[src/rtl/cmh_pkg.sv]
package cmh_pkg;

    // fixed field widths
    localparam int BASE_W     = 8;
    localparam int LINE_LEN_W = 32;
    localparam int MIN_LEN_W  = 8;
    localparam int LIMIT_W    = 16;
    localparam int CNT_W      = 16;

    // configuration port
    localparam int CFG_IDX_W  = 1;
    localparam int CFG_DATA_W = 16;

    localparam logic [CFG_IDX_W-1:0] CFG_MIN_LINE_LENGTH = 1'd0;
    localparam logic [CFG_IDX_W-1:0] CFG_STOP_LIMIT      = 1'd1;

    localparam logic [MIN_LEN_W-1:0] MIN_LINE_LENGTH_RST = 8'd31;
    localparam logic [LIMIT_W-1:0]   STOP_LIMIT_RST      = 16'd65000;

    // base coding: two bits taken from the character, complement flips the upper bit
    localparam logic [1:0] COMP_XOR = 2'd2;

    // saturation value of a histogram count
    localparam logic [CNT_W-1:0] CNT_MAX = {CNT_W{1'b1}};

    // entries in the queue between front and back
    localparam int QUEUE_DEPTH = 4;

    typedef struct packed {
        logic [MIN_LEN_W-1:0] min_line_length;
        logic [LIMIT_W-1:0]   stop_limit;
    } t_cfg;

endpackage

[src/rtl/cmh_queue.sv]
module cmh_queue #(
    parameter int WIDTH = 21
) (
    input  logic              i_clk,
    input  logic              i_rst_n,
    input  logic              i_push,
    input  logic [WIDTH-1:0]  i_push_data,
    output logic              o_push_ready,
    input  logic              i_pop,
    output logic              o_valid,
    output logic [WIDTH-1:0]  o_data
);

    localparam int DEPTH = cmh_pkg::QUEUE_DEPTH;
    localparam int PTR_W = $clog2(DEPTH);
    localparam int CNT_W = $clog2(DEPTH + 1);

    logic [WIDTH-1:0] r_mem [DEPTH];
    logic [PTR_W-1:0] r_wr_ptr, n_wr_ptr;
    logic [PTR_W-1:0] r_rd_ptr, n_rd_ptr;
    logic [CNT_W-1:0] r_count, n_count;

    assign o_push_ready = r_count != CNT_W'(DEPTH);
    assign o_valid      = r_count != '0;
    assign o_data       = r_mem[r_rd_ptr];

    // pointer and fill update
    always_comb begin
        n_wr_ptr = r_wr_ptr;
        n_rd_ptr = r_rd_ptr;
        n_count  = r_count;
        if (i_push) begin
            n_wr_ptr = (r_wr_ptr == PTR_W'(DEPTH - 1)) ? '0 : r_wr_ptr + 1'b1;
        end
        if (i_pop) begin
            n_rd_ptr = (r_rd_ptr == PTR_W'(DEPTH - 1)) ? '0 : r_rd_ptr + 1'b1;
        end
        if (i_push && !i_pop) begin
            n_count = r_count + 1'b1;
        end else if (!i_push && i_pop) begin
            n_count = r_count - 1'b1;
        end
    end

    always_ff @(posedge i_clk) begin
        if (!i_rst_n) begin
            r_wr_ptr <= '0;
            r_rd_ptr <= '0;
            r_count  <= '0;
        end else begin
            r_wr_ptr <= n_wr_ptr;
            r_rd_ptr <= n_rd_ptr;
            r_count  <= n_count;
        end
    end

    // payload storage
    always_ff @(posedge i_clk) begin
        if (i_push) begin
            r_mem[r_wr_ptr] <= i_push_data;
        end
    end

    // fill level follows the push and pop strobes
    a_fill_track: assert property (@(posedge i_clk) disable iff (!i_rst_n)
        (i_push && !i_pop) |=> (r_count == $past(r_count) + CNT_W'(1)))
        else $error("queue fill level did not grow on a lone push");

endmodule

[config.mk]
export PLATFORM = sky130hd
export DESIGN_NAME = cmh_queue
export DESIGN_NICKNAME = d
export VERILOG_FILES = /design/src/rtl/cmh_pkg.sv /design/src/rtl/cmh_queue.sv
export SDC_FILE = /design/constraint.sdc
export NUM_CORES = 1
export LEC_CHECK = 0
export ABC_AREA = 1
export BUFFER_PORTS_ARGS = -buffer_cell sky130_fd_sc_hd__buf_2
export CAP_MARGIN = 20
export CORE_ASPECT_RATIO = 1.5
export CORE_MARGIN = 3
export CORE_UTILIZATION = 30
export DETAILED_ROUTE_END_ITERATION = 8
export PLACE_DENSITY = 0.57
export REMOVE_ABC_BUFFERS = 1
export SLEW_MARGIN = 20
export SYNTH_ARGS = -nofsm -noshare
export SYNTH_HDL_FRONTEND = slang
export SYNTH_SLANG_ARGS = --single-unit
[constraint.sdc]
create_clock -name i_clk -period 1.7 [get_ports i_clk]
set_input_delay 0.17 -clock i_clk [delete_from_list [all_inputs] [get_ports i_clk]]
set_output_delay 0.17 -clock i_clk [all_outputs]
set_load 0.005 [all_outputs]
==> flow_summary.ini <==
[pwr]
max-vdd-ir-drop_mv = 0.578
power.density_nw_per_um2 = 1210
p_leak_nw = 1.62

[setup_path]
end_kind = primary output
crit_chain = buf_4 -> o21ai_0 -> o22ai_1 -> buf_2
cp_max_fo = 16
worst-path-buf-inv = 2
setup.worst_path.class = reg -> out
reg2reg_to = r_mem[2][1]
critPathTopFamily = flip-flops
ff2ff_path_depth = 5
arrival_ns = 1.45
slowest_delay_ns = 0.41
r2r_start = r_wr_ptr[0]
setup.worst_path.start_class = flop
slowest_stage = dfxtp_2
reg2reg_slack_ns = 0.48
required_ns = 1.53

[clock_network]
hold_buffers = 0
insertion_delay_ns = 0.34
cts_tree = yes
postCtsSetupBuffers = 0
clockBufferDepth = 2
ctsResizeCount = 0
clkTransAtPathRegs_ns = 0.06
numCtsBuffers = 9
htreeDepth = 3
cts_root_buffer = clkbuf_16
cts_sinks = 93

[detailed_routing]
post_drt_wl_per_cell_um = 15.1
drt-pass1-iter-count = 4
via_per_inst = 4.63
vias = 2192
drcViolationCount = 0
wirelength_um = 7150
ant_nets = 0
first_iter_violations = 101

[final_layout]
final_nets = 350
num_antenna_cells = 0
final_util = 0.376
area_growth_pct = 21.1
multi_input_area_um2 = 741
layout-drive-gt1-share = 0.235
fillers = 1126
seq_area_um2 = 2700

[timing]
setup_viol = 0
rsz0062_at_grt = false
tightestPinTransition_ns = 0.260
fin_hold_ws_ns = 0.0523
drv_slew = 0
slew_headroom = 0.827
hold_violations = 0
fmax_mhz = 617
setup_ws_ns = 0.0784
finalClockSkew_ns = 0.00841
min_period_over_period = 0.954
fin_crit_ns = 1.62

[floorplanning]
chipHeight_um = 141
num_io_pins = 48
dieWidth_um = 95.9
core_um2 = 11700
placement_rows = 48
start_util = 0.311
dieArea_um2 = 13500

[global_route]
grt-ovfl-total = 0
grt_pass1_vias = 2209
grtUsageTotal = 0.113
grt_pass1_wl_um = 11300
antenna_found_initial = 0
grt_max_degree = 43

[yosys]
synth_area_per_cell_um2 = 13.8
synth_seq_cells = 93
synth_area_um2 = 3640
yosys.cell_types.count = 22
ys_seq_area_frac = 0.743
ys_warn_count = 0
postSynthCellCount = 264

[worst_hold_path]
holdPathStages = 1
hold_end = r_mem[3][11]
min-delay-start = i_push_data[11]
hold_path.class = in -> reg

[placement]
port_buffers = 47
dp_hpwl_um = 4460
post-place-ws_ns = 0.260
gp_congestion = 0.674

[job]
maxCapViolCount = 0

[outcome]
status = completed
==> cell usage in the layout (no fill, tap or decap) <==
cell type,count
clkinv_1,1
buf_6,1
dfxtp_1,8
o21ai_0,18
dfxtp_2,1
buf_4,3
clkbuf_16,9
buf_12,5
nor2_2,2
buf_2,47
nand2_1,8
clkinv_2,1
a21oi_1,5
nor2_1,45
edfxtp_1,84
inv_1,17
o21ai_2,1
bufinv_16,3
clkbuf_1,2
o21ai_1,27
ha_1,6
nand4_1,1
fa_1,1
nor3_1,2
o22ai_2,2
nand3_1,3
inv_8,1
o22ai_1,19
==> where the power goes <==
part           internal (mW)  switching [mW]  total [mW]
sequential              2.60          0.0372        2.64
combinational          0.208           0.310       0.517
clock                   1.43           0.767        2.20
total                   4.24            1.11        5.35
==> per-layer routing <==
layer	up-vias	track usage	part of all wire	routed length, um
met3	10	0.0363	0.054	384
met1	1068	0.131	0.42	2990
li1	1075	-	-	-
met5	-	0	0	0
met4	0	0.0472	0.015	107
met2	39	0.190	0.51	3670
==> through the flow <==
| step | cell area, um2 | instances | TNS [ns] | power (mW) |
|---|---|---|---|---|
| final | 4410 | 473 | 0 | 5.35 |
| after global routing | 4410 | 473 | 0 | 5.59 |
| after CTS | 4400 | 473 | 0 | 5.42 |
| after detailed placement | 4070 | 457 | 0 | 3.22 |
| after global placement | 4070 | 457 | 0 | 3.20 |
| after floorplan | 3520 | 251 | -0.00572 | 2.94 |
==> cell usage after synthesis <==
cell type   n  area share
nor2_2      2      0.0034
o21ai_1    27       0.037
inv_8       1      0.0031
buf_6       5       0.015
o21ai_0    18       0.025
nand2_1     8      0.0083
o22ai_2     2      0.0069
nor2_1     45       0.046
buf_8       2      0.0083
fa_1        1      0.0055
ha_1        6       0.021
nand4_1     1      0.0017
edfxtp_1   84        0.69
a21oi_1     5      0.0069
nor3_1      2      0.0028
dfxtp_1     9       0.050
o22ai_1    19       0.033
buf_2       4      0.0055
buf_4       2      0.0041
inv_1      17       0.018
nand3_1     3      0.0041
o21ai_2     1      0.0024
==> cell type report <==
cell class	instances	share of cell area
inverter	18	0.0170
tap	150	0.0426
sequential	93	0.613
clock inverter	5	0.0224
multi-input combinational	140	0.168
clock buffer	11	0.0528
timing repair buffer	56	0.0837
==> registers in the layout, indices dropped and copies added, names as in the netlist, named ones only <==
name      flops
r_count       3
r_mem        84
r_rd_ptr      2
r_wr_ptr      2
==> kinds of logic (layout without fill, tap and decap cells) <==
family	after synthesis	in the layout	share of synthesized area
flip-flops	93	93	0.743
AO/OA/AOI/OAI	72	72	0.111
AND/OR/NAND/NOR	61	61	0.0667
buffers and inverters	31	90	0.0540
adder cells (fa/ha/maj)	7	7	0.0261
==> worst max-delay path by stage <==
| stage | endpoint | slack [ns] | cells past startpoint |
|---|---|---|---|
| global route | o_data[17] | 0.01 | 4 |
| finish | o_data[17] | 0.08 | 4 |
| global placement | r_count[2] | 0.31 | 11 |
| CTS | o_data[17] | 0.04 | 4 |
| detailed placement | r_count[2] | 0.26 | 10 |
| floorplan | o_data[12] | -0.003 | 3 |
Note: power is estimated with default switching activity, not from simulation.
