**src/rtl/cmh_pkg.sv**
```systemverilog
package cmh_pkg;

    // fixed field widths
    localparam int BASE_W     = 8;
    localparam int LINE_LEN_W = 32;
    localparam int MIN_LEN_W  = 8;
    localparam int LIMIT_W    = 16;
    localparam int CNT_W      = 16;

    // configuration port
    localparam int CFG_IDX_W  = 1;
    localparam int CFG_DATA_W = 16;

    localparam logic [CFG_IDX_W-1:0] CFG_MIN_LINE_LENGTH = 1'd0;
    localparam logic [CFG_IDX_W-1:0] CFG_STOP_LIMIT      = 1'd1;

    localparam logic [MIN_LEN_W-1:0] MIN_LINE_LENGTH_RST = 8'd31;
    localparam logic [LIMIT_W-1:0]   STOP_LIMIT_RST      = 16'd65000;

    // base coding: two bits taken from the character, complement flips the upper bit
    localparam logic [1:0] COMP_XOR = 2'd2;

    // saturation value of a histogram count
    localparam logic [CNT_W-1:0] CNT_MAX = {CNT_W{1'b1}};

    // entries in the queue between front and back
    localparam int QUEUE_DEPTH = 4;

    typedef struct packed {
        logic [MIN_LEN_W-1:0] min_line_length;
        logic [LIMIT_W-1:0]   stop_limit;
    } t_cfg;

endpackage

```
**src/rtl/cmh_in_if.sv**
```systemverilog
interface cmh_in_if;
    logic                                valid;
    logic                                ready;
    logic [cmh_pkg::BASE_W-1:0]          base;
    logic                                line_start;
    logic [cmh_pkg::LINE_LEN_W-1:0]      line_length;

    modport source (output valid, output base, output line_start, output line_length,
                    input ready);
    modport sink   (input valid, input base, input line_start, input line_length,
                    output ready);
endinterface

```
**src/rtl/cmh_front.sv**
```systemverilog
module cmh_front #(
    parameter int MMER_LEN = 10
) (
    input  logic                          i_clk,
    input  logic                          i_rst_n,
    cmh_in_if.sink                        i_in_ch,
    input  cmh_pkg::t_cfg                 i_cfg,
    input  logic                          i_busy,
    input  logic                          i_push_ready,
    output logic                          o_push,
    output logic [2*MMER_LEN:0]           o_push_data
);

    localparam int MB     = 2 * MMER_LEN;
    localparam int SEEN_W = $clog2(MMER_LEN + 1);
    localparam logic [SEEN_W-1:0] SEEN_FULL = SEEN_W'(MMER_LEN);

    logic [MB-1:0]     r_fwd, n_fwd;
    logic [MB-1:0]     r_rev, n_rev;
    logic [SEEN_W-1:0] r_seen, n_seen;
    logic              r_line_en, n_line_en;

    logic [1:0]        code;
    logic [1:0]        comp;
    logic [MB-1:0]     fwd_base;
    logic [MB-1:0]     rev_base;
    logic [SEEN_W-1:0] seen_base;
    logic [MB-1:0]     canon;
    logic              counted;
    logic              accept;

    assign i_in_ch.ready = i_push_ready && !i_busy;
    assign accept        = i_in_ch.valid && i_in_ch.ready;

    // shift the new base into both m-mers, a line start restarts them
    always_comb begin
        code = i_in_ch.base[2:1];
        comp = code ^ cmh_pkg::COMP_XOR;
        if (i_in_ch.line_start) begin
            fwd_base  = '0;
            rev_base  = '0;
            seen_base = '0;
            n_line_en = i_in_ch.line_length >=
                        cmh_pkg::LINE_LEN_W'(i_cfg.min_line_length);
        end else begin
            fwd_base  = r_fwd;
            rev_base  = r_rev;
            seen_base = r_seen;
            n_line_en = r_line_en;
        end
        n_fwd   = {fwd_base[MB-3:0], code};
        n_rev   = {comp, rev_base[MB-1:2]};
        n_seen  = (seen_base < SEEN_FULL) ? seen_base + 1'b1 : seen_base;
        counted = n_line_en && (n_seen == SEEN_FULL);
        canon   = (n_fwd < n_rev) ? n_fwd : n_rev;
    end

    // rolling state
    always_ff @(posedge i_clk) begin
        if (!i_rst_n) begin
            r_fwd     <= '0;
            r_rev     <= '0;
            r_seen    <= '0;
            r_line_en <= 1'b0;
        end else if (accept) begin
            r_fwd     <= n_fwd;
            r_rev     <= n_rev;
            r_seen    <= n_seen;
            r_line_en <= n_line_en;
        end
    end

    assign o_push      = accept;
    assign o_push_data = {counted, canon};

endmodule

```
**src/flat_wrapper.sv**
```systemverilog
// flat-port wrapper written by rule: the top's interface ports become plain ports
module cmh_front_flat 
#(
    parameter int MMER_LEN = 10
)
  (i_clk, i_rst_n, i_cfg, i_busy, i_push_ready, o_push, o_push_data, i_in_ch_valid, i_in_ch_base, i_in_ch_line_start, i_in_ch_line_length, i_in_ch_ready);
  cmh_in_if i_in_ch_i ();
  input  logic i_clk;
  input  logic i_rst_n;
  input  cmh_pkg::t_cfg i_cfg;
  input  logic i_busy;
  input  logic i_push_ready;
  output logic o_push;
  output logic [2*MMER_LEN:0] o_push_data;
  input wire logic [$bits(i_in_ch_i.valid)-1:0] i_in_ch_valid;
  input wire logic [$bits(i_in_ch_i.base)-1:0] i_in_ch_base;
  input wire logic [$bits(i_in_ch_i.line_start)-1:0] i_in_ch_line_start;
  input wire logic [$bits(i_in_ch_i.line_length)-1:0] i_in_ch_line_length;
  output wire logic [$bits(i_in_ch_i.ready)-1:0] i_in_ch_ready;
  assign i_in_ch_i.valid = i_in_ch_valid;
  assign i_in_ch_i.base = i_in_ch_base;
  assign i_in_ch_i.line_start = i_in_ch_line_start;
  assign i_in_ch_i.line_length = i_in_ch_line_length;
  assign i_in_ch_ready = i_in_ch_i.ready;
  cmh_front #(.MMER_LEN(MMER_LEN)) u_core (.i_clk(i_clk), .i_rst_n(i_rst_n), .i_in_ch(i_in_ch_i), .i_cfg(i_cfg), .i_busy(i_busy), .i_push_ready(i_push_ready), .o_push(o_push), .o_push_data(o_push_data));
endmodule
```
**config.mk**
```make
export PLATFORM = sky130hd
export DESIGN_NAME = cmh_front_flat
export DESIGN_NICKNAME = d
export VERILOG_FILES = /design/src/rtl/cmh_pkg.sv /design/src/rtl/cmh_in_if.sv /design/src/rtl/cmh_front.sv /design/src/flat_wrapper.sv
export SDC_FILE = /design/constraint.sdc
export NUM_CORES = 1
export LEC_CHECK = 0
export BUFFER_PORTS_ARGS = -buffer_cell sky130_fd_sc_hd__buf_2
export CAP_MARGIN = 5
export CORE_ASPECT_RATIO = 0.8
export CORE_MARGIN = 1
export CORE_UTILIZATION = 40
export CTS_BUF_LIST = sky130_fd_sc_hd__clkbuf_16
export CTS_CLUSTER_SIZE = 24
export DETAILED_ROUTE_END_ITERATION = 10
export PLACE_DENSITY = 0.76
export SYNTH_ARGS = -nofsm -noshare
export SYNTH_HDL_FRONTEND = slang
export SYNTH_SLANG_ARGS = --single-unit
```
**constraint.sdc**
```tcl
create_clock -name i_clk -period 7.9 [get_ports i_clk]
set_input_delay 1.58 -clock i_clk [delete_from_list [all_inputs] [get_ports i_clk]]
set_output_delay 1.58 -clock i_clk [all_outputs]
set_load 0.05 [all_outputs]
```
==> results of run 1 <==
-- layer usage --
| layer | track usage [%] | up-vias | wire length (µm) |
|---|---|---|---|
| met3 | 4.67 | 10 | 239 |
| li1 | - | 1180 | - |
| met4 | 7.71 | 0 | 87 |
| met1 | 23.3 | 1070 | 2560 |
| met5 | 0 | - | 0 |
| met2 | 32.2 | 54 | 2630 |
-- tightest hold or removal path, delay by kind of cell (launching register included) --
kind / cells / cell delay, ns
DFF: 1 / 0.30
and+or+nand+nor: 1 / 0.05
AOI/OAI and AO/OA: 1 / 0.05
-- final timing paths --
check	from	endpoint	slack (ns)
hold / removal	u_core.r_fwd[1]	u_core.r_fwd[1]	0.46
setup reg to reg	u_core.r_seen[1]	u_core.r_seen[2]	6.36
setup / recovery	i_in_ch_line_start	o_push_data[19]	1.45
hold reg to reg	u_core.r_fwd[1]	u_core.r_fwd[1]	0.46
-- state kept, by name (all words and copies together), names as in the netlist --
register / flops
u_core.r_rev: 18
u_core.r_fwd: 9
u_core.r_seen: 4
u_core.r_line_en: 1
-- layout make-up --
class | count | area [µm²]
Timing Repair Buffer | 72 | 365
Clock inverter | 2 | 7.51
Inverter | 29 | 109
Fill cell | 556 | 2690
Multi-Input combinational cell | 234 | 1550
Sequential cell | 32 | 641
Tap cell | 78 | 97.6
Clock buffer | 5 | 125
-- stage by stage --
step	instances	utilization, %	worst slack (ns)	hold slack [ns]	cell area [µm²]
6_report	452	51.9	1.45	0.457	2900
5_1_grt	452	51.9	1.19	0.478	2900
4_1_cts	452	51.9	1.46	0.455	2900
3_5_place_dp	445	49.5	1.47	0.448	2760
3_3_place_gp	445	49.5	1.50	0.438	2760
2_1_floorplan	310	-	2.19	0.432	2370
-- synth_stat cells --
library cell	n
nand2b_1	26
mux2i_1	17
or3_1	1
a31oi_1	4
o211ai_1	1
a21oi_1	34
nor4_1	5
a311oi_1	1
a2111oi_0	1
a211oi_2	1
a2111oi_2	1
o21ai_0	6
o21a_1	1
a41oi_1	2
o21ai_1	1
dfxtp_1	32
nand3_1	4
a211oi_1	2
nor2_1	43
ha_1	29
mux2_1	3
a211o_1	1
inv_2	1
nor2b_1	8
clkbuf_1	11
nor4b_1	1
inv_1	28
nand2_1	29
buf_4	2
buf_6	1
and4_1	3
nand4_1	4
buf_1	1
nor3_1	2
a2111oi_4	1
a21o_1	2
-- cells by family (layout without fill, tap and decap cells) --
logic type | after synthesis | count (layout)
compound gates | 59 | 59
fa+ha+maj | 29 | 29
buf+inv | 44 | 108
simple gates | 126 | 126
flops | 32 | 32
mux | 20 | 20
-- power groups by stage --
stage / registers, mW / logic [mW] / clock network [mW]
3_3_place_gp: 0.167 / 0.0519 / 0
5_1_grt: 0.164 / 0.0589 / 0.186
4_1_cts: 0.164 / 0.0537 / 0.180
3_5_place_dp: 0.167 / 0.0535 / 0
2_1_floorplan: 0.167 / 0.0346 / 0
6_report: 0.164 / 0.0534 / 0.177
==> impl_metrics.env, run 1 <==
export IMPL_grt_max_degree=47
export IMPL_die_h_um=70.9
export IMPL_grt_pass1_vias=2199
export IMPL_hold_class="register to register"
export IMPL_path_cells="buf_2, nand2b_1, inv_1, ha_1, a211o_1, nand4_1, a31oi_1, a2111oi_4, buf_4, mux2_1, buf_2"
export IMPL_wl_per_cell_um=12.2
export IMPL_clock_power_share_pct=44.9
export IMPL_num_rows=24
export IMPL_synth_nets=409
export IMPL_cp_slowest_cell="a2111oi_4"
export IMPL_hold_viol_final=0
export IMPL_switchingPower_mw=0.0964
export IMPL_via_per_inst=5.12
export IMPL_startpoint_type="primary input"
export IMPL_arrival_ns=4.87
export IMPL_vias=2314
export IMPL_layout_drive_gt1_share_pct=21.7
export IMPL_clock_latency_ns=0.28
export IMPL_final_cell_mix="buf_2 (70), nor2_1 (43), a21oi_1 (34)"
export IMPL_grt_usage_pct=19.1
export IMPL_setup_tns_ns=0
export IMPL_diodes=0
export IMPL_die_area_um2=6240
export IMPL_min_period_ns=6.45
export IMPL_dr_pass1_iters=4
export IMPL_ys_seq_area_share_pct=27.0
export IMPL_yosys_area_top_type="dfxtp_1"
export IMPL_synth_cell_types=36
export IMPL_cts_buffers=5
export IMPL_r2r_cells=6
export IMPL_fin_crit_sh_pct=81.7
export IMPL_critical_path_top_delay_family="compound AO/OA/AOI/OAI gates"
export IMPL_crit_type="primary input to output pin"
export IMPL_area_delta_synth_final_pct=22.1
export IMPL_cts_tree="done"
export IMPL_antenna_found_initial=0
export IMPL_clockBufferDepth=2
export IMPL_synthMuxAreaShare_pct=8.60
export IMPL_core_um2=5590
export IMPL_rsz0062_at_grt="false"
export IMPL_worstPathMaxFanout=35
export IMPL_crit_buf_inv=4
export IMPL_tightest_slew_ns=1.01
export IMPL_io_buffers=70
export IMPL_drc_errors=0
export IMPL_synth_top_area_share_pct=27.0
export IMPL_finalMaxSlewViolations=0
export IMPL_setup_violations=0
export IMPL_dpl_hpwl_um=4110
export IMPL_syn_inst=310
export IMPL_seq_power_share_pct=41.5
export IMPL_drt_wl_total_um=5520
export IMPL_ir_drop_mv=0.0622
export IMPL_grt_overflow=0
export IMPL_synth_avg_cell_area_um2=7.65
export IMPL_synth_adder_area_share_pct=15.3
export IMPL_netlist_area_um2=2370
export IMPL_leakage_nw=1.52
export IMPL_p_int_mw=0.298
export IMPL_path_clk_slew_ns=0.05
export IMPL_finClkSkew_ns=0.00334
export IMPL_drv_cap=0
export IMPL_combinationalPowerShare_pct=13.6
export IMPL_synthSimpleGateAreaFrac_pct=25.7
export IMPL_grt_pass1_wl_um=9420
export IMPL_swShare_pct=24.5
export IMPL_clock_sink_count=32
export IMPL_crit_cells=11
export IMPL_antenna_left=0
export IMPL_synth_xor_area_share_pct=0
export IMPL_synth_compound_area_share_pct=15.8
export IMPL_nNetsFinal=473
export IMPL_critPathMaxStageDelay_ns=0.88
export IMPL_gp_congestion=0.800
export IMPL_final_common_cell="buf_2"
export IMPL_hold_depth=2
export IMPL_max_freq_mhz=155
export IMPL_cts_setup_buffers=0
export IMPL_slew_headroom_pct=32.7
export IMPL_die_x_um=88.1
export IMPL_critPathCaptureType="output pin"
export IMPL_cts_root_buffer="clkbuf_16"
export IMPL_ys_ff_latch=32
export IMPL_synth_top_family_by_area="simple AND/OR/NAND/NOR gates"
export IMPL_start_util_pct=42.5
export IMPL_ctsHtreeMaxLevel=2
export IMPL_ys_warn_count=0
export IMPL_cts_resized=0
export IMPL_worst_ep_required_time_ns=6.32
export IMPL_path_common_cell="buf_2"
export IMPL_pin_count=93
export IMPL_cts_hold_buf=0
export IMPL_outcome="finished, final reports clean"
export IMPL_drt_iter0_markers=93
export IMPL_finalPower_mw=0.394
export IMPL_yosys_top_cells_area="dfxtp_1 (27%), ha_1 (15%), a21oi_1 (7.2%), mux2i_1 (7.2%), nand2b_1 (6.9%)"
export IMPL_power_density_nw_per_um2=136
No activity file was read; power rests on OpenSTA's default activity.
==> run 2, diff against run 1 <==
==> constraint.sdc (replaced) <==
create_clock -name i_clk -period 6.34 [get_ports i_clk]
set_input_delay 1.268 -clock i_clk [delete_from_list [all_inputs] [get_ports i_clk]]
set_output_delay 1.268 -clock i_clk [all_outputs]
set_load 0.05 [all_outputs]
==> run 2 against run 1 <==
  * Die area unchanged
  * Setup slack got worse by 0.53 ns
  * Sequential cell count unchanged
  * First-iteration DRC count increased by 52%
  * Worst hold slack got worse by 0.0073 ns
  * Sequential power increased by 24%
  * Register-to-register slack got worse by 1.5 ns
  * Total power increased by 27%
  * Combinational power increased by 25%
  * Global-route usage increased by 0.30 points
  * Critical path type unchanged
  * Largest cell class unchanged
  * Highest routed layer unchanged
==> impl_metrics.env, run 2 (same netlist as run 1, synthesis figures left out) <==
export IMPL_layout_drive_gt1_share_pct=22.3
export IMPL_cts_resized=0
export IMPL_hold_viol_final=0
export IMPL_diodes=0
export IMPL_pin_count=93
export IMPL_final_cell_mix="buf_2 (70), nor2_1 (43), a21oi_1 (34)"
export IMPL_finClkSkew_ns=0.00271
export IMPL_clockBufferDepth=2
export IMPL_grt_pass1_vias=2197
export IMPL_setup_slack_ns=0.918
export IMPL_num_rows=24
export IMPL_arrival_ns=4.15
export IMPL_antenna_found_initial=0
export IMPL_drt_iter0_markers=141
export IMPL_ir_drop_mv=0.0820
export IMPL_post_place_ws_ns=0.918
export IMPL_design_area_um2=2910
export IMPL_min_period_ns=5.42
export IMPL_final_common_cell="buf_2"
export IMPL_setup_violations=0
export IMPL_die_h_um=70.9
export IMPL_r2r_cells=6
export IMPL_r2r_end="u_core.r_seen[2]"
export IMPL_start_util_pct=42.5
export IMPL_core_um2=5590
export IMPL_critical_path_top_delay_family="buffers and inverters"
export IMPL_cts_hold_buf=0
export IMPL_antenna_left=0
export IMPL_path_common_cell="buf_2"
export IMPL_rsz0062_at_grt="false"
export IMPL_outcome="finished, final reports clean"
export IMPL_finalPower_mw=0.500
export IMPL_grt_usage_pct=19.4
export IMPL_power_density_nw_per_um2=172
export IMPL_hold_class="register to register"
export IMPL_cts_buffers=5
export IMPL_holdWs_ns=0.449
export IMPL_drt_wl_total_um=5460
export IMPL_r2r_slack_ns=4.83
export IMPL_grt_overflow=0
export IMPL_area_delta_synth_final_pct=22.7
export IMPL_reg_top3="u_core.r_rev x18, u_core.r_fwd x9, u_core.r_seen x4"
export IMPL_cts_setup_buffers=0
export IMPL_r2r_start="u_core.r_seen[1]"
export IMPL_ctsHtreeMaxLevel=2
export IMPL_setup_tns_ns=0
export IMPL_worst_ep_required_time_ns=5.07
export IMPL_crit_type="primary input to output pin"
export IMPL_finalMaxSlewViolations=0
export IMPL_crit_buf_inv=4
export IMPL_drv_cap=0
export IMPL_multiInputGateArea_um2=1550
export IMPL_tightest_slew_ns=0.979
export IMPL_worstPathMaxFanout=35
export IMPL_nNetsFinal=474
export IMPL_slew_headroom_pct=34.7
export IMPL_wl_per_cell_um=12.0
export IMPL_critPathCaptureType="output pin"
export IMPL_largest_reg_flops=18
export IMPL_via_per_inst=5.04
export IMPL_crit_cells=11
export IMPL_max_flop_register="u_core.r_rev"
export IMPL_io_buffers=70
export IMPL_cp_slowest_cell="a2111oi_4"
export IMPL_grt_pass1_wl_um=9630
export IMPL_die_x_um=88.1
export IMPL_nFillCells=559
export IMPL_fin_crit_sh_pct=85.5
export IMPL_clock_latency_ns=0.28
export IMPL_die_area_um2=6240
export IMPL_register_area_um2=641
export IMPL_dpl_hpwl_um=4080
export IMPL_cp_startpoint="i_in_ch_line_start"
export IMPL_cts_root_buffer="clkbuf_16"
export IMPL_startpoint_type="primary input"
export IMPL_crit_end="o_push_data[19]"
export IMPL_critPathMaxStageDelay_ns=0.53
export IMPL_grt_max_degree=47
export IMPL_place_area_um2=2770
export IMPL_clock_sink_count=32
export IMPL_path_clk_slew_ns=0.05
export IMPL_vias=2290
export IMPL_leakage_nw=1.53
export IMPL_drc_errors=0
export IMPL_max_freq_mhz=184
export IMPL_gp_congestion=0.795
export IMPL_path_cells="buf_2, nand2b_1, inv_1, ha_1, a211o_1, nand4_1, a31oi_1, a2111oi_4, buf_4, mux2_1, buf_2"
export IMPL_cts_tree="done"
export IMPL_dr_pass1_iters=4
==> run 2: cell types whose count changed in the layout (fill, tap and decap cells not counted), sizes merged <==
cell    change
buf         +1
clkinv      +1
==> run 2: cell type report <==
class | count | share of cell area, %
multi-input combinational | 234 | 53.3
sequential | 32 | 22.0
timing repair buffer | 73 | 12.8
clock buffer | 5 | 4.30
inverter | 29 | 3.74
tap | 78 | 3.35
clock inverter | 3 | 0.473
==> run 2: where the power goes <==
part / switching (mW) / internal, mW
logic: 0.0386 / 0.0282
registers: 0.000976 / 0.203
clock network: 0.0873 / 0.142
total: 0.127 / 0.373
==> run 2: routing by layer <==
layer	vias to the layer above	part of all wire [%]	global-route usage, %
li1	1183	-	-
met1	1039	47	25.6
met2	60	47	31.2
met3	8	5.2	4.32
met4	0	1.4	6.81
met5	-	0	0
==> run 2: worst min path at each step <==
| stage | start | endpoint | depth (start not counted) |
|---|---|---|---|
| floorplan | u_core.r_fwd[17] | u_core.r_fwd[17] | 2 |
| global placement | u_core.r_fwd[17] | u_core.r_fwd[17] | 2 |
| detailed placement | u_core.r_fwd[17] | u_core.r_fwd[17] | 2 |
| CTS | u_core.r_fwd[17] | u_core.r_fwd[17] | 2 |
| global route | u_core.r_fwd[17] | u_core.r_fwd[17] | 2 |
| finish | u_core.r_fwd[17] | u_core.r_fwd[17] | 2 |
==> run 2: through the flow <==
| step | std cells | utilization, % |
|---|---|---|
| after floorplan | 310 | - |
| after global placement | 446 | 49.6 |
| after detailed placement | 446 | 49.6 |
| after CTS | 454 | 52.1 |
| after global routing | 454 | 52.1 |
| final | 454 | 52.1 |
==> run 2: worst min-delay path, cell delays in order, from the launching register on <==
cell     delay (ns)
dfxtp_1        0.30
nand2_1        0.05
a21oi_1        0.05
==> run 3, diff against run 2 <==
--- a/config.mk
+++ b/config.mk
@@ -13,7 +13,7 @@
 export CTS_BUF_LIST = sky130_fd_sc_hd__clkbuf_16
 export CTS_CLUSTER_SIZE = 24
 export DETAILED_ROUTE_END_ITERATION = 10
-export PLACE_DENSITY = 0.76
+export PLACE_DENSITY = 0.8
 export SYNTH_ARGS = -nofsm -noshare
 export SYNTH_HDL_FRONTEND = slang
 export SYNTH_SLANG_ARGS = --single-unit
==> run 3 against run 2 <==
  * Setup slack better by 0.19 ns
  * Combinational power rose by 0.9%
  * Sequential power about the same
  * Count of clock-buffer cells in the layout did not move
  * Non-clock buffer count stayed put
  * Wire length up 5.1%
  * Via count shrank 0.13%
  * Cell count decreased by 0.66%
  * Critical path depth unchanged
  * Die area unchanged
==> impl_metrics.env, run 3 (same netlist as run 1, synthesis figures left out) <==
export IMPL_min_period_ns=5.23
export IMPL_dpl_cell_count=446
export IMPL_finClkSkew_ns=0.00403
export IMPL_drc_errors=0
export IMPL_dpl_hpwl_um=4200
export IMPL_drt_iter0_markers=135
export IMPL_ir_drop_mv=0.0843
export IMPL_via_per_inst=5.07
export IMPL_leakage_nw=1.52
export IMPL_vias=2287
export IMPL_path_cells="buf_2, nand2b_1, inv_1, ha_1, o21a_1, o21ai_0, a211oi_2, a2111oi_4, buf_4, mux2_1, buf_2"
export IMPL_grt_overflow=0
export IMPL_largest_reg_flops=18
export IMPL_grt_pass1_vias=2156
export IMPL_path_clk_slew_ns=0.05
export IMPL_holdWs_ns=0.460
export IMPL_die_h_um=70.9
export IMPL_nFillCells=526
export IMPL_core_um2=5590
export IMPL_rsz0062_at_grt="false"
export IMPL_startpoint_type="primary input"
export IMPL_diodes=0
export IMPL_io_buffers=70
export IMPL_grt_max_degree=47
export IMPL_outcome="finished, final reports clean"
export IMPL_pin_count=93
export IMPL_place_area_um2=2770
export IMPL_cts_resized=0
export IMPL_crit_type="primary input to output pin"
export IMPL_critPathMaxStageDelay_ns=0.42
export IMPL_cts_tree="done"
export IMPL_clock_latency_ns=0.27
export IMPL_start_util_pct=42.5
export IMPL_clock_sink_count=32
export IMPL_drt_wl_total_um=5740
export IMPL_cp_slowest_cell="buf_2"
export IMPL_arrival_ns=3.96
export IMPL_cts_hold_buf=0
export IMPL_path_common_cell="buf_2"
export IMPL_setup_violations=0
export IMPL_worst_ep_required_time_ns=5.07
export IMPL_fin_cells=451
export IMPL_wl_per_cell_um=12.7
export IMPL_die_x_um=88.1
export IMPL_power_density_nw_per_um2=168
export IMPL_reg_top3="u_core.r_rev x18, u_core.r_fwd x9, u_core.r_seen x4"
export IMPL_grt_pass1_wl_um=9230
export IMPL_drv_cap=0
export IMPL_critPathCaptureType="output pin"
export IMPL_finalMaxSlewViolations=0
export IMPL_clockBufferDepth=2
export IMPL_hold_class="register to register"
export IMPL_ctsHtreeMaxLevel=2
export IMPL_setup_tns_ns=0
export IMPL_nNetsFinal=474
export IMPL_die_area_um2=6240
export IMPL_max_flop_register="u_core.r_rev"
export IMPL_fin_crit_sh_pct=82.5
export IMPL_dr_pass1_iters=4
export IMPL_max_freq_mhz=191
export IMPL_cts_setup_buffers=0
export IMPL_tightest_slew_ns=0.992
export IMPL_num_rows=24
export IMPL_antenna_found_initial=0
export IMPL_design_area_um2=2900
export IMPL_cts_root_buffer="clkbuf_16"
export IMPL_final_common_cell="buf_2"
export IMPL_slew_headroom_pct=33.8
export IMPL_finalPower_mw=0.487
export IMPL_area_delta_synth_final_pct=22.1
export IMPL_layout_drive_gt1_share_pct=22.0
export IMPL_cts_buffers=5
export IMPL_worstPathMaxFanout=35
export IMPL_grt_usage_pct=18.8
export IMPL_final_cell_mix="buf_2 (70), nor2_1 (43), a21oi_1 (34)"
export IMPL_gp_congestion=0.785
export IMPL_antenna_left=0
export IMPL_hold_viol_final=0
[run 3: cell types whose count changed in the layout (fill, tap and decap cells not counted)]
cell	delta
clkinv_1	-1
clkinv_2	-2
[run 3: metal layers]
layer | vias up | part of all wire, % | GRT usage [%]
li1 | 1178 | - | -
met3 | 9 | 4.5 | 4.78
met1 | 1045 | 47 | 23.0
met4 | 0 | 1.1 | 5.56
met2 | 55 | 48 | 32.4
met5 | - | 0 | 0
[run 3: path summary, 6_finish.rpt]
path	startpoint	endpoint	slack, ns	depth (start not counted)
max	i_in_ch_line_start	o_push_data[0]	1.11	11
min	u_core.r_fwd[1]	u_core.r_fwd[1]	0.46	2
max reg2reg	u_core.r_seen[1]	u_core.r_seen[2]	4.75	6
min reg2reg	u_core.r_fwd[1]	u_core.r_fwd[1]	0.46	2
[run 3: worst max-delay path: cells and delay by family]
family          cells  cell delay, ns
buf+inv             4            1.01
compound gates      4            0.70
mux                 1            0.35
fa+ha+maj           1            0.34
simple gates        1            0.28
[run 3: area by class of cell]
class | count | area (µm²) | share of cell area, %
Sequential cell | 32 | 641 | 22.1
Multi-Input combinational cell | 234 | 1550 | 53.6
Clock buffer | 5 | 125 | 4.32
Timing Repair Buffer | 73 | 373 | 12.9
Tap cell | 78 | 97.6 | 3.37
Inverter | 29 | 109 | 3.76
[run 3: power by group]
part,internal [mW],switching (mW)
combinational,0.0282,0.0392
clock,0.138,0.0771
sequential,0.203,0.00110
[run 3: through the flow]
stage               worst slack [ns]  utilization (%)
finish                          1.11             51.9
global route                   0.943             51.9
CTS                             1.09             51.9
detailed placement              1.12             49.6
global placement                1.20             49.6
floorplan                       1.26                -
